$ cat src/sv/battery_level_monitor_top_defines.svh
// Assertion macros shared by the battery level monitor RTL.
`ifndef BATTERY_LEVEL_MONITOR_TOP_DEFINES_SVH
`define BATTERY_LEVEL_MONITOR_TOP_DEFINES_SVH

// Same-cycle implication, sampled on clock, off while reset is high.
`define BLM_ASSERT_NOW(label, pre, post) \
   label: assert property (@(posedge clock) disable iff (reset) (pre) |-> (post)) \
      else $error("%m: same-cycle check failed");

// Next-cycle implication, sampled on clock, off while reset is high.
`define BLM_ASSERT_NEXT(label, pre, post) \
   label: assert property (@(posedge clock) disable iff (reset) (pre) |=> (post)) \
      else $error("%m: next-cycle check failed");

`endif

$ cat src/sv/blm_pkg.sv
// Shared constants, types and command/status structs of the battery level monitor.
package blm_pkg;

   // Field widths
   localparam int SAMPLE_BITS = 12;
   localparam int CNT_W       = 8;
   localparam int MV_W        = 14;
   localparam int PCT_W       = 7;
   localparam int CMP_W       = 16;
   localparam int CSR_IDX_W   = 2;
   localparam int CSR_DATA_W  = 14;

   // Batch sum never wraps: 255 samples of SAMPLE_BITS each
   localparam int SUM_W       = SAMPLE_BITS + CNT_W;
   // Divisor for the average: 1..255
   localparam int AVG_DIV_W   = CNT_W + 1;
   // Percent numerator: (mv - empty) * 100
   localparam int PCT_NUM_W   = MV_W + PCT_W;
   // Shared divider width covers sum, percent numerator and full << 8
   localparam int CMP_NUM_W   = MV_W + 8;
   localparam int DIV_W       = (SUM_W > CMP_NUM_W) ? SUM_W : CMP_NUM_W;
   localparam int DIV_CNT_W   = $clog2(DIV_W + 1);
   localparam int PROD_W      = SUM_W + MV_W;

   // Constants
   localparam logic [MV_W-1:0]  MV_SCALE       = MV_W'(13006);
   localparam logic [PCT_W-1:0] PERCENT_FULL   = PCT_W'(100);
   localparam logic [CMP_W-1:0] CMP_SATURATED  = '1;

   // Register indexes and reset values
   localparam logic [CSR_IDX_W-1:0] REG_SAMPLE_COUNT     = CSR_IDX_W'(0);
   localparam logic [CSR_IDX_W-1:0] REG_FULL_MILLIVOLTS  = CSR_IDX_W'(1);
   localparam logic [CSR_IDX_W-1:0] REG_EMPTY_MILLIVOLTS = CSR_IDX_W'(2);
   localparam logic [CNT_W-1:0]     SAMPLE_COUNT_RESET   = CNT_W'(10);
   localparam logic [MV_W-1:0]      FULL_MV_RESET        = MV_W'(12600);
   localparam logic [MV_W-1:0]      EMPTY_MV_RESET       = MV_W'(9900);

   // Divider operand selection
   typedef enum logic [1:0] {
      SEL_AVG = 2'd0,
      SEL_PCT = 2'd1,
      SEL_CMP = 2'd2
   } div_sel_type;

   // Controller states, one-hot
   typedef enum logic [6:0] {
      ST_IDLE   = 7'b0000001,
      ST_AVG    = 7'b0000010,
      ST_SCALE  = 7'b0000100,
      ST_PCT_GO = 7'b0001000,
      ST_PCT    = 7'b0010000,
      ST_CMP    = 7'b0100000,
      ST_EMIT   = 7'b1000000
   } state_type;

   // Controller to datapath
   typedef struct packed {
      logic        accept;
      logic        div_start;
      div_sel_type div_sel;
      logic        avg_load;
      logic        mv_load;
      logic        pct_load;
      logic        cmp_load;
      logic        out_load;
   } cmd_type;

   // Datapath to controller
   typedef struct packed {
      logic batch_done;
      logic div_done;
   } status_type;

endpackage

$ cat src/sv/blm_divider.sv
// Restoring radix-2 divider, one quotient bit per cycle, shared by all divisions.
module blm_divider (
   input  logic                           clock,
   input  logic                           reset,
   input  logic                           start,
   input  logic [blm_pkg::DIV_W-1:0]      dividend,
   input  logic [blm_pkg::MV_W-1:0]       divisor,
   output logic                           done,
   output logic [blm_pkg::DIV_W-1:0]      quotient
);

   logic                              busy_ff, busy_in;
   logic                              done_ff, done_in;
   logic [blm_pkg::DIV_CNT_W-1:0]     cnt_ff, cnt_in;
   logic [blm_pkg::MV_W-1:0]          rem_ff, rem_in;
   logic [blm_pkg::DIV_W-1:0]         quo_ff, quo_in;
   logic [blm_pkg::MV_W-1:0]          dvs_ff, dvs_in;
   logic [blm_pkg::MV_W:0]            shifted;
   logic                              ge;

   // One shift-compare-subtract step
   always_comb begin
      shifted = {rem_ff, quo_ff[blm_pkg::DIV_W-1]};
      ge      = (shifted >= {1'b0, dvs_ff});
   end

   always_comb begin
      busy_in = busy_ff;
      done_in = 1'b0;
      cnt_in  = cnt_ff;
      rem_in  = rem_ff;
      quo_in  = quo_ff;
      dvs_in  = dvs_ff;
      if (start) begin
         busy_in = 1'b1;
         cnt_in  = blm_pkg::DIV_CNT_W'(blm_pkg::DIV_W);
         rem_in  = '0;
         quo_in  = dividend;
         dvs_in  = divisor;
      end else if (busy_ff) begin
         rem_in = ge ? blm_pkg::MV_W'(shifted - {1'b0, dvs_ff})
                     : shifted[blm_pkg::MV_W-1:0];
         quo_in = {quo_ff[blm_pkg::DIV_W-2:0], ge};
         cnt_in = cnt_ff - 1'b1;
         if (cnt_ff == blm_pkg::DIV_CNT_W'(1)) begin
            busy_in = 1'b0;
            done_in = 1'b1;
         end
      end
   end

   // Control state
   always_ff @(posedge clock) begin
      if (reset) begin
         busy_ff <= 1'b0;
         done_ff <= 1'b0;
         cnt_ff  <= '0;
      end else begin
         busy_ff <= busy_in;
         done_ff <= done_in;
         cnt_ff  <= cnt_in;
      end
   end

   // Working registers
   always_ff @(posedge clock) begin
      rem_ff <= rem_in;
      quo_ff <= quo_in;
      dvs_ff <= dvs_in;
   end

   assign done     = done_ff;
   assign quotient = quo_ff;

endmodule

$ cat src/sv/blm_datapath.sv
// Datapath: config registers, batch accumulator, scaling, divider and result registers.
module blm_datapath (
   input  logic                               clock,
   input  logic                               reset,
   input  blm_pkg::cmd_type                   cmd,
   output blm_pkg::status_type                status,
   input  logic                               csr_wr_en,
   input  logic [blm_pkg::CSR_IDX_W-1:0]      csr_index,
   input  logic [blm_pkg::CSR_DATA_W-1:0]     csr_wdata,
   input  logic [blm_pkg::SAMPLE_BITS-1:0]    req_sample,
   output logic [blm_pkg::MV_W-1:0]           rsp_battery_millivolts,
   output logic [blm_pkg::PCT_W-1:0]          rsp_charge_percent,
   output logic [blm_pkg::CMP_W-1:0]          rsp_drive_compensation
);

   logic [blm_pkg::CNT_W-1:0]      count_ff;
   logic [blm_pkg::MV_W-1:0]       full_ff;
   logic [blm_pkg::MV_W-1:0]       empty_ff;
   logic [blm_pkg::SUM_W-1:0]      sum_ff, sum_in;
   logic [blm_pkg::CNT_W-1:0]      taken_ff, taken_in;
   logic [blm_pkg::CNT_W-1:0]      need;
   logic [blm_pkg::AVG_DIV_W-1:0]  avg_div;
   logic                           batch_done;
   logic [blm_pkg::SUM_W-1:0]      avg_ff;
   logic [blm_pkg::PROD_W-1:0]     prod;
   logic [blm_pkg::MV_W-1:0]       mv_ff;
   logic [blm_pkg::PCT_W-1:0]      pct_ff, pct_in;
   logic [blm_pkg::CMP_W-1:0]      cmp_ff, cmp_in;
   logic [blm_pkg::MV_W-1:0]       rsp_mv_ff;
   logic [blm_pkg::PCT_W-1:0]      rsp_pct_ff;
   logic [blm_pkg::CMP_W-1:0]      rsp_cmp_ff;
   logic [blm_pkg::MV_W-1:0]       span;
   logic [blm_pkg::PCT_NUM_W-1:0]  pct_num;
   logic                           pct_zero;
   logic [blm_pkg::DIV_W-1:0]      div_dividend;
   logic [blm_pkg::MV_W-1:0]       div_divisor;
   logic                           div_done;
   logic [blm_pkg::DIV_W-1:0]      div_quotient;

   // Configuration registers; writes beyond the list are dropped
   always_ff @(posedge clock) begin
      if (reset) begin
         count_ff <= blm_pkg::SAMPLE_COUNT_RESET;
         full_ff  <= blm_pkg::FULL_MV_RESET;
         empty_ff <= blm_pkg::EMPTY_MV_RESET;
      end else if (csr_wr_en) begin
         case (csr_index)
            blm_pkg::REG_SAMPLE_COUNT:     count_ff <= csr_wdata[blm_pkg::CNT_W-1:0];
            blm_pkg::REG_FULL_MILLIVOLTS:  full_ff  <= csr_wdata[blm_pkg::MV_W-1:0];
            blm_pkg::REG_EMPTY_MILLIVOLTS: empty_ff <= csr_wdata[blm_pkg::MV_W-1:0];
            default: ;
         endcase
      end
   end

   // Batch accumulation; a zero count acts as one
   always_comb begin
      need       = (count_ff == '0) ? blm_pkg::CNT_W'(1) : count_ff;
      sum_in     = sum_ff + blm_pkg::SUM_W'(req_sample);
      taken_in   = taken_ff + 1'b1;
      batch_done = (taken_in == '0) || (taken_in >= need);
      avg_div    = {(taken_in == '0), taken_in};
   end

   always_ff @(posedge clock) begin
      if (reset) begin
         sum_ff   <= '0;
         taken_ff <= '0;
      end else if (cmd.accept) begin
         sum_ff   <= batch_done ? '0 : sum_in;
         taken_ff <= batch_done ? '0 : taken_in;
      end
   end

   // Percent operands and special cases
   always_comb begin
      span     = full_ff - empty_ff;
      pct_num  = blm_pkg::PCT_NUM_W'(mv_ff - empty_ff) * blm_pkg::PCT_NUM_W'(blm_pkg::PERCENT_FULL);
      pct_zero = (full_ff <= empty_ff) || (mv_ff <= empty_ff);
   end

   // Divider operand select
   always_comb begin
      case (cmd.div_sel)
         blm_pkg::SEL_AVG: begin
            div_dividend = blm_pkg::DIV_W'(sum_in);
            div_divisor  = blm_pkg::MV_W'(avg_div);
         end
         blm_pkg::SEL_PCT: begin
            div_dividend = blm_pkg::DIV_W'(pct_num);
            div_divisor  = span;
         end
         blm_pkg::SEL_CMP: begin
            div_dividend = blm_pkg::DIV_W'({full_ff, 8'd0});
            div_divisor  = mv_ff;
         end
         default: begin
            div_dividend = '0;
            div_divisor  = '0;
         end
      endcase
   end

   blm_divider u_divider (
      .clock    (clock),
      .reset    (reset),
      .start    (cmd.div_start),
      .dividend (div_dividend),
      .divisor  (div_divisor),
      .done     (div_done),
      .quotient (div_quotient)
   );

   // Clamp and saturate the two ratio results
   always_comb begin
      if (pct_zero) begin
         pct_in = '0;
      end else if (div_quotient > blm_pkg::DIV_W'(blm_pkg::PERCENT_FULL)) begin
         pct_in = blm_pkg::PERCENT_FULL;
      end else begin
         pct_in = div_quotient[blm_pkg::PCT_W-1:0];
      end
      if ((mv_ff == '0) || (|div_quotient[blm_pkg::DIV_W-1:blm_pkg::CMP_W])) begin
         cmp_in = blm_pkg::CMP_SATURATED;
      end else begin
         cmp_in = div_quotient[blm_pkg::CMP_W-1:0];
      end
   end

   // Millivolt scaling: avg * 13006 >> SAMPLE_BITS
   assign prod = blm_pkg::PROD_W'(avg_ff) * blm_pkg::PROD_W'(blm_pkg::MV_SCALE);

   // Intermediate and output payload registers
   always_ff @(posedge clock) begin
      if (cmd.avg_load) avg_ff <= div_quotient[blm_pkg::SUM_W-1:0];
      if (cmd.mv_load)  mv_ff  <= prod[blm_pkg::SAMPLE_BITS +: blm_pkg::MV_W];
      if (cmd.pct_load) pct_ff <= pct_in;
      if (cmd.cmp_load) cmp_ff <= cmp_in;
      if (cmd.out_load) begin
         rsp_mv_ff  <= mv_ff;
         rsp_pct_ff <= pct_ff;
         rsp_cmp_ff <= cmp_ff;
      end
   end

   assign status.batch_done     = batch_done;
   assign status.div_done       = div_done;
   assign rsp_battery_millivolts = rsp_mv_ff;
   assign rsp_charge_percent     = rsp_pct_ff;
   assign rsp_drive_compensation = rsp_cmp_ff;

endmodule

$ cat src/sv/blm_ctrl.sv
// Controller: sequences accumulation, the three divisions and the result beat.
`include "battery_level_monitor_top_defines.svh"

module blm_ctrl (
   input  logic                  clock,
   input  logic                  reset,
   input  logic                  req_valid,
   output logic                  req_ready,
   output logic                  rsp_valid,
   input  logic                  rsp_ready,
   input  blm_pkg::status_type   status,
   output blm_pkg::cmd_type      cmd
);

   blm_pkg::state_type state_ff, state_in;
   logic               rsp_valid_ff, rsp_valid_in;
   logic               slot_free;

   assign slot_free = !rsp_valid_ff || rsp_ready;

   // Next state and commands
   always_comb begin
      state_in      = state_ff;
      cmd           = '0;
      cmd.div_sel   = blm_pkg::SEL_AVG;
      req_ready     = 1'b0;
      case (state_ff)
         blm_pkg::ST_IDLE: begin
            req_ready = 1'b1;
            if (req_valid) begin
               cmd.accept = 1'b1;
               if (status.batch_done) begin
                  cmd.div_start = 1'b1;
                  state_in      = blm_pkg::ST_AVG;
               end
            end
         end
         blm_pkg::ST_AVG: begin
            if (status.div_done) begin
               cmd.avg_load = 1'b1;
               state_in     = blm_pkg::ST_SCALE;
            end
         end
         blm_pkg::ST_SCALE: begin
            cmd.mv_load = 1'b1;
            state_in    = blm_pkg::ST_PCT_GO;
         end
         blm_pkg::ST_PCT_GO: begin
            cmd.div_start = 1'b1;
            cmd.div_sel   = blm_pkg::SEL_PCT;
            state_in      = blm_pkg::ST_PCT;
         end
         blm_pkg::ST_PCT: begin
            if (status.div_done) begin
               cmd.pct_load  = 1'b1;
               cmd.div_start = 1'b1;
               cmd.div_sel   = blm_pkg::SEL_CMP;
               state_in      = blm_pkg::ST_CMP;
            end
         end
         blm_pkg::ST_CMP: begin
            if (status.div_done) begin
               cmd.cmp_load = 1'b1;
               state_in     = blm_pkg::ST_EMIT;
            end
         end
         blm_pkg::ST_EMIT: begin
            if (slot_free) begin
               cmd.out_load = 1'b1;
               state_in     = blm_pkg::ST_IDLE;
            end
         end
         default: state_in = blm_pkg::ST_IDLE;
      endcase
   end

   // Output beat holding register
   always_comb begin
      if (cmd.out_load) begin
         rsp_valid_in = 1'b1;
      end else if (rsp_ready) begin
         rsp_valid_in = 1'b0;
      end else begin
         rsp_valid_in = rsp_valid_ff;
      end
   end

   always_ff @(posedge clock) begin
      if (reset) begin
         state_ff     <= blm_pkg::ST_IDLE;
         rsp_valid_ff <= 1'b0;
      end else begin
         state_ff     <= state_in;
         rsp_valid_ff <= rsp_valid_in;
      end
   end

   assign rsp_valid = rsp_valid_ff;

   // Checks
   `BLM_ASSERT_NEXT(a_batch_starts_avg, cmd.accept && status.batch_done, state_ff == blm_pkg::ST_AVG)
   `BLM_ASSERT_NOW(a_div_done_in_div_state, status.div_done, (state_ff == blm_pkg::ST_AVG) || (state_ff == blm_pkg::ST_PCT) || (state_ff == blm_pkg::ST_CMP))
   `BLM_ASSERT_NOW(a_no_overwrite, cmd.out_load, !rsp_valid_ff || rsp_ready)
   `BLM_ASSERT_NEXT(a_load_shows_beat, cmd.out_load, rsp_valid_ff)

endmodule

$ cat src/sv/battery_level_monitor_top.sv
// Samples that do not close a batch are taken one per cycle while the controller is idle;
// a closing sample starts three 22-step passes of one shared divider plus load states
// that yield its result beat, and the next sample is taken only after that beat is loaded.
// A waiting result beat holds the input off only once the next batch closes behind it.
// Synchronous active-high reset restores the config defaults (10, 12600, 9900),
// empties the batch and drops any result not yet taken.
module battery_level_monitor_top (
   input  logic                               clock,
   input  logic                               reset,
   input  logic                               csr_wr_en,
   input  logic [blm_pkg::CSR_IDX_W-1:0]      csr_index,
   input  logic [blm_pkg::CSR_DATA_W-1:0]     csr_wdata,
   input  logic                               req_valid,
   output logic                               req_ready,
   input  logic [blm_pkg::SAMPLE_BITS-1:0]    req_sample,
   output logic                               rsp_valid,
   input  logic                               rsp_ready,
   output logic [blm_pkg::MV_W-1:0]           rsp_battery_millivolts,
   output logic [blm_pkg::PCT_W-1:0]          rsp_charge_percent,
   output logic [blm_pkg::CMP_W-1:0]          rsp_drive_compensation
);

   blm_pkg::cmd_type    cmd;
   blm_pkg::status_type status;

   blm_ctrl u_ctrl (
      .clock     (clock),
      .reset     (reset),
      .req_valid (req_valid),
      .req_ready (req_ready),
      .rsp_valid (rsp_valid),
      .rsp_ready (rsp_ready),
      .status    (status),
      .cmd       (cmd)
   );

   blm_datapath u_datapath (
      .clock                  (clock),
      .reset                  (reset),
      .cmd                    (cmd),
      .status                 (status),
      .csr_wr_en              (csr_wr_en),
      .csr_index              (csr_index),
      .csr_wdata              (csr_wdata),
      .req_sample             (req_sample),
      .rsp_battery_millivolts (rsp_battery_millivolts),
      .rsp_charge_percent     (rsp_charge_percent),
      .rsp_drive_compensation (rsp_drive_compensation)
   );

endmodule
$ cat config.mk
export PLATFORM = sky130hd
export DESIGN_NAME = battery_level_monitor_top
export DESIGN_NICKNAME = d
export VERILOG_FILES = /design/src/sv/blm_pkg.sv /design/src/sv/blm_divider.sv /design/src/sv/blm_datapath.sv /design/src/sv/blm_ctrl.sv /design/src/sv/battery_level_monitor_top.sv
export VERILOG_INCLUDE_DIRS = /design/src /design/src/sv
export SDC_FILE = /design/constraint.sdc
export NUM_CORES = 1
export LEC_CHECK = 0
export ABC_AREA = 1
export BUFFER_PORTS_ARGS = -buffer_cell sky130_fd_sc_hd__buf_2
export CAP_MARGIN = 10
export CORE_MARGIN = 4
export CORE_UTILIZATION = 60
export CTS_BUF_LIST = sky130_fd_sc_hd__clkbuf_16
export DETAILED_ROUTE_END_ITERATION = 6
export PLACE_DENSITY = 0.78
export SLEW_MARGIN = 10
export SYNTH_ARGS = -nofsm -noshare
export SYNTH_HDL_FRONTEND = slang
export SYNTH_SLANG_ARGS = --single-unit
export TNS_END_PERCENT = 30
$ cat constraint.sdc
create_clock -name clock -period 9.38 [get_ports clock]
set_input_delay 1.407 -clock clock [delete_from_list [all_inputs] [get_ports clock]]
set_output_delay 1.407 -clock clock [all_outputs]
set_load 0.02 [all_outputs]
==> Word level (Yosys, flattened, before mapping) <==
Cells that the tools add are included.
{ "classes": {"reduce_logical": 20, "n_mul": 2, "add_sub_neg": 6, "n_shift": 0, "magnitude_cmp": 5, "muxes": 38, "n_div": 0, "n_bitwise": 1, "eq_ne": 18} }
{ "ops": {"columns": ["op", "n"], "rows": [
  ["case mux 22 bit (3 select lines)", 1],
  ["two-way mux 7 bit", 7],
  ["case mux 7 bit (7 select lines)", 1],
  ["two-way mux 22 bit", 2],
  ["case mux 14 bit (3 select lines)", 1],
  ["less-or-equal comparator 14 bit", 2],
  ["subtractor 14 bit", 2],
  ["multiplier 20 x 13 -> 25 bit (second input constant)", 1],
  ["> comparator 22 x 7 -> 1 bit (second input constant)", 1],
  ["multiplier 21 x 5 -> 19 bit (second input constant)", 1],
  ["adder 20 x 12 -> 20 bit", 1],
  ["two-way mux 20 bit", 1],
  ["logical NOT 8 bit", 2],
  ["two-way mux 1 bit", 16],
  ["two-way mux 8 bit", 2],
  ["greater-or-equal comparator 15 x 14 -> 1 bit", 1],
  ["subtractor 14 x 14 -> 15 bit", 1],
  ["logical NOT 14 bit", 1],
  ["two-way mux 14 bit", 1],
  ["two-way mux 5 bit", 2],
  ["inequality test 2 x 1 -> 1 bit (second input constant)", 5],
  ["adder 8 x 1 -> 8 bit (second input constant)", 1],
  ["greater-or-equal comparator 8 bit", 1],
  ["equality test 7 x 1 -> 1 bit (second input constant)", 1],
  ["25 further kinds", 35]
]} }
{ "totals": {"regBits": 223, "n_memories": 0, "rom_bits": 0, "wordCells": 112, "latchBits": 0, "mem_bits_rw": 0} }

==> Depth between registers and ports, before layout <==
{ "depth": {"depth_word": 8, "depth_mapped": 29, "ltp_nobuf": 29} }

==> By module <==
A second synthesis with hierarchy kept.
{ "unflattened": {"hier_cells": 2279, "hier_area_um2": 18098.6} }
{ "by_module_without_submodules": {"columns": ["mod", "area_each_um2", "seq_area_each_um2", "cells_per_inst", "n_inst"], "rows": [
  ["blm_datapath", 14348.8, 4103.9, 1786, 1],
  ["blm_divider", 3230.6, 1501.4, 409, 1],
  ["blm_ctrl", 519.2, 160.2, 84, 1]
]} }

==> Least setup slack after synthesis <==
Ideal clock, no wire load.
{ "synth_path": {"path_kind": "flip-flop to flip-flop", "from": "register u_datapath.avg_ff[3] (netlist bit)", "to": "register u_datapath.mv_ff[12] (netlist bit), data pin", "path_buffers": 0, "synth_period_minus_slack_ns": 4.469, "path_slack_ns": 4.911, "path_stages_with_launch": 16, "arrival_ns": 4.204, "path_cell_list": "edfxtp_1 ha_1 inv_1 fa_1 inv_1 fa_1 fa_1 fa_1 ha_1 a21oi_1 a21boi_0 o21ai_0 nand2_1 and2_1 o21ai_0 xor2_1"} }
{ "synth_between": {"elab_chain_cells": 1} }
{ "synth_lines": {"columns": ["item", "line_no", "source"], "rows": [
  ["start, declared", "blm_datapath.sv:24", "logic [blm_pkg::SUM_W-1:0] avg_ff;"],
  ["start signal, assigned", "blm_datapath.sv:135", "if (cmd.avg_load) avg_ff <= div_quotient[blm_pkg::SUM_W-1:0];"],
  ["multiplier 20 x 13 -> 25 bit", "blm_datapath.sv:131", "assign prod = blm_pkg::PROD_W'(avg_ff) * blm_pkg::PROD_W'(blm_pkg::MV_SCALE);"],
  ["via u_datapath.prod (one bit)", "blm_datapath.sv:25", "logic [blm_pkg::PROD_W-1:0] prod;"],
  ["end signal, assigned", "blm_datapath.sv:136", "if (cmd.mv_load) mv_ff <= prod[blm_pkg::SAMPLE_BITS +: blm_pkg::MV_W];"],
  ["end, declared", "blm_datapath.sv:26", "logic [blm_pkg::MV_W-1:0] mv_ff;"]
]} }
The timed path passes the listed nets, and every way through them passes these cells.
A chain may end at the register's enable or synchronous reset.

==> Worst setup path in the final report <==
Same ends and word-level chain as after synthesis.

==> impl_metrics.ini <==
[run_status]
status = complete, no violations

[clocking]
clock_latency_ns = 0.56
path_clk_slew_ns = 0.06
ctsResizeCount = 0
cts-buffers-inserted = 26
root_buffer = clkbuf_16
ctsHtreeMaxLevel = 1
postCtsSetupRepairBufs = 0
cts.sinks = 223
cts_buffer_depth = 3
tritoncts = yes
ctsHoldBuffers = 0

[die]
start_util_pct = 61.14
coreArea_um2 = 29800
ios = 72
die_height_um = 182.2
rows = 63
dieArea_um2 = 33210
die_width_um = 182.2

[place]
dp_hpwl_mm = 40.33
place_congestion = 0.9983
pre_cts_ws_ns = 4.505
dp_cells = 2737
port_buffers = 71

[timing]
drv_slew = 0
holdWs_ns = 0.4215
fin_ws_ns = 4.495
finalCritPeriodShare_pct = 52.08
finalHoldViolCount = 0
max_freq_mhz = 204.7
worst_pin_slew_ns = 1.210
fin_worst_skew_ns = 0.02475
relSlewSlack_pct = 18.81
rsz0062_at_grt = no
timing.final.crit_period_ns = 4.885
final-setup-viol-count = 0
setup_tns_ns = 0

[grt]
antenna_found_initial = 0
grt_pass1_vias = 15076
grt_max_degree = 59
grt_overflow_total = 0
grt_pass1_wl_mm = 79.94
track_usage_pct = 30.08

[run]
max_cap_viol_count = 0

[setup_path]
end_kind = flip-flop
cp_max_fo = 4
cp_slowest_cell = fa_1
crit_path_start = u_datapath.avg_ff[3]
path_class = flip-flop to flip-flop
worst_ep_required_time_ns = 9.67
max_stage_delay_ns = 0.54
worstSetupStartpointType = flip-flop
crit_path_end = u_datapath.mv_ff[12]
crit_top_cell = fa_1
r2r-end = u_datapath.mv_ff[12]
rr_startpoint = u_datapath.avg_ff[3]
r2r_setup_slack_ns = 4.49
reg2reg_depth = 15
arrival_ns = 5.17
critical_path.cell_chain = ha_1 > inv_1 > fa_1 > inv_1 > fa_1 > fa_1 > fa_1 > ha_1 > a21oi_1 > a21boi_0 > o21ai_0 > nand2_1 > and2_1 > o21ai_0 > xor2_1

[logic_synthesis]
synth_simple_gate_area_share_pct = 22.74
synthXorXnorAreaFrac_pct = 2.596
syn_inst = 2309
synth_compound_area_share_pct = 8.036
yosys_warnings = 0
syn-cell-area_um2 = 18220
synth.mux.area_fraction_pct = 0
synth_area_per_cell_um2 = 7.889
synth_fp_nets = 2631
synth-seq-area-share_pct = 31.65
synthAdderAreaFrac_pct = 24.18
synth.distinct_cells = 50
yosys_register_bits = 223
synth_top_family_by_area = adder cells

[pwr]
vdd_ir_drop_max_mv = 0.1391
p_leak_uw = 0.009836
power_density_nw_per_um2 = 161.9

[finish]
fillCellCount = 2512
insertedDiodeCount = 0
finalNetCount = 2697
stdcell_count = 2785
drive_gt1_share_pct = 6.472
area_delta_synth_final_pct = 8.510

[detailed_routing]
routed_via_density = 5.577
drcViolationCount = 0
drtIter0Drc = 1500
wl_mm = 49.67
vias = 15532
wl_per_cell_um = 17.83
antenna_left = 0
dr.pass1.iters = 6

[worst_hold_path]
hp-class = flip-flop to flip-flop
min_from = u_datapath.pct_ff[4]
[where the power goes]
group | internal, uW | leakage [uW] | switching (uW)
combinational | 369 | 0.00744 | 680
sequential | 1090 | 0.00198 | 52.6
clock | 569 | 0.000421 | 434
[cell type report]
cell class | count | area [um2] | area share [%]
multi-input combinational | 1581 | 10500 | 53.14
inverter | 464 | 1744 | 8.824
clock buffer | 26 | 650.6 | 3.292
sequential | 223 | 5766 | 29.17
clock inverter | 22 | 198.9 | 1.006
timing repair buffer | 79 | 415.4 | 2.102
tap | 390 | 488.0 | 2.469
[cell usage in the layout (no fill, tap or decap), drive strengths merged, types with 2 or more instances in the layout]
master	instances
a21boi	2
a21o	7
a21oi	139
a22oi	3
a31o	2
a31oi	3
and2	6
buf	79
bufinv	2
clkbuf	26
clkinv	13
clkinvlp	3
dfxtp	93
edfxtp	130
fa	105
ha	184
inv	468
nand2	575
nand3	144
nand3b	10
nand4	39
nor2	153
nor3	32
nor4	6
o211ai	13
o21a	2
o21ai	77
o21bai	12
or2	7
xnor2	17
xor2	37
[logic make-up (layout without fill, tap and decap cells)]
kind of cell	after synthesis	in the layout
and+or+nand+nor	972	972
xor gates and xnor gates	54	54
adders and majority gates	289	289
AOI/OAI and AO/OA	266	266
buffers and inverters	505	591
DFF	223	223
[critical path: cells and delay by family, from the launching register on]
kind / cells / cell delay (ns)
simple gates: 2 / 0.19
buf+inv: 2 / 0.16
fa+ha+maj: 6 / 2.80
xor+xnor: 1 / 0.16
compound gates: 4 / 0.84
flops: 1 / 0.50
[state kept, by name (all words and copies together) (netlist names), 5 cells and up]
signal                             cells
u_ctrl.state_ff                        7
u_datapath.avg_ff                     20
u_datapath.cmp_ff                     16
u_datapath.count_ff                    8
u_datapath.empty_ff                   14
u_datapath.full_ff                    14
u_datapath.mv_ff                      14
u_datapath.pct_ff                      7
u_datapath.rsp_battery_millivolts     14
u_datapath.rsp_charge_percent          7
u_datapath.rsp_drive_compensation     16
u_datapath.sum_ff                     20
u_datapath.taken_ff                    8
u_datapath.u_divider.cnt_ff            5
u_datapath.u_divider.dvs_ff           14
u_datapath.u_divider.quotient         22
u_datapath.u_divider.rem_ff           14
[through the flow]
stage / total power, uW / util (%) / area (um2)
after CTS: 3196 / 66.34 / 19770
after floorplan: 1930 / - / 18220
final: 3200 / 66.34 / 19770
after global placement: 2180 / 63.49 / 18920
after detailed placement: 2198 / 63.49 / 18920
after global routing: 3404 / 66.34 / 19770
[routing by layer]
metal | GRT usage, % | wire [um]
met3 | 5.661 | 4160
met4 | 10.75 | 2103
met5 | 0 | 0
met2 | 49.41 | 22930
met1 | 40.10 | 20470
[worst min-delay path by stage]
stage	slack, ns	endpoint	cells after the start
global route	0.43	u_datapath.rsp_drive_compensation[2]	0
global placement	0.40	u_datapath.rsp_drive_compensation[0]	0
finish	0.42	u_datapath.rsp_charge_percent[4]	0
CTS	0.43	u_datapath.rsp_charge_percent[4]	0
detailed placement	0.41	u_datapath.rsp_charge_percent[4]	0
floorplan	0.40	u_datapath.rsp_charge_percent[0]	0
[cell usage after synthesis, drive strengths merged]
master	count	area, um2
a211oi	1	7.510
a21boi	2	15.01
a21o	7	52.55
a21oi	139	699.4
a22oi	3	22.52
a31o	2	17.52
a31oi	3	18.77
a41o	1	10.01
a41oi	1	8.760
and2	6	37.54
buf	18	136.4
clkbuf	23	86.33
clkinv	2	7.510
dfxtp	93	1862
edfxtp	130	3904
fa	105	2102
ha	184	2302
inv	462	1737
nand2	575	2202
nand3	144	743.2
nand3b	10	75.07
nand4	39	244.0
nor2	153	594.3
nor3	32	165.2
nor4	6	37.54
o2111ai	1	8.760
o211ai	13	97.59
o21a	2	15.01
o21ai	77	385.4
o21bai	12	90.09
o221ai	1	8.760
o22ai	1	6.260
or2	7	43.79
xnor2	17	148.9
xor2	37	324.1
Note: power is estimated with default switching activity, not from simulation.
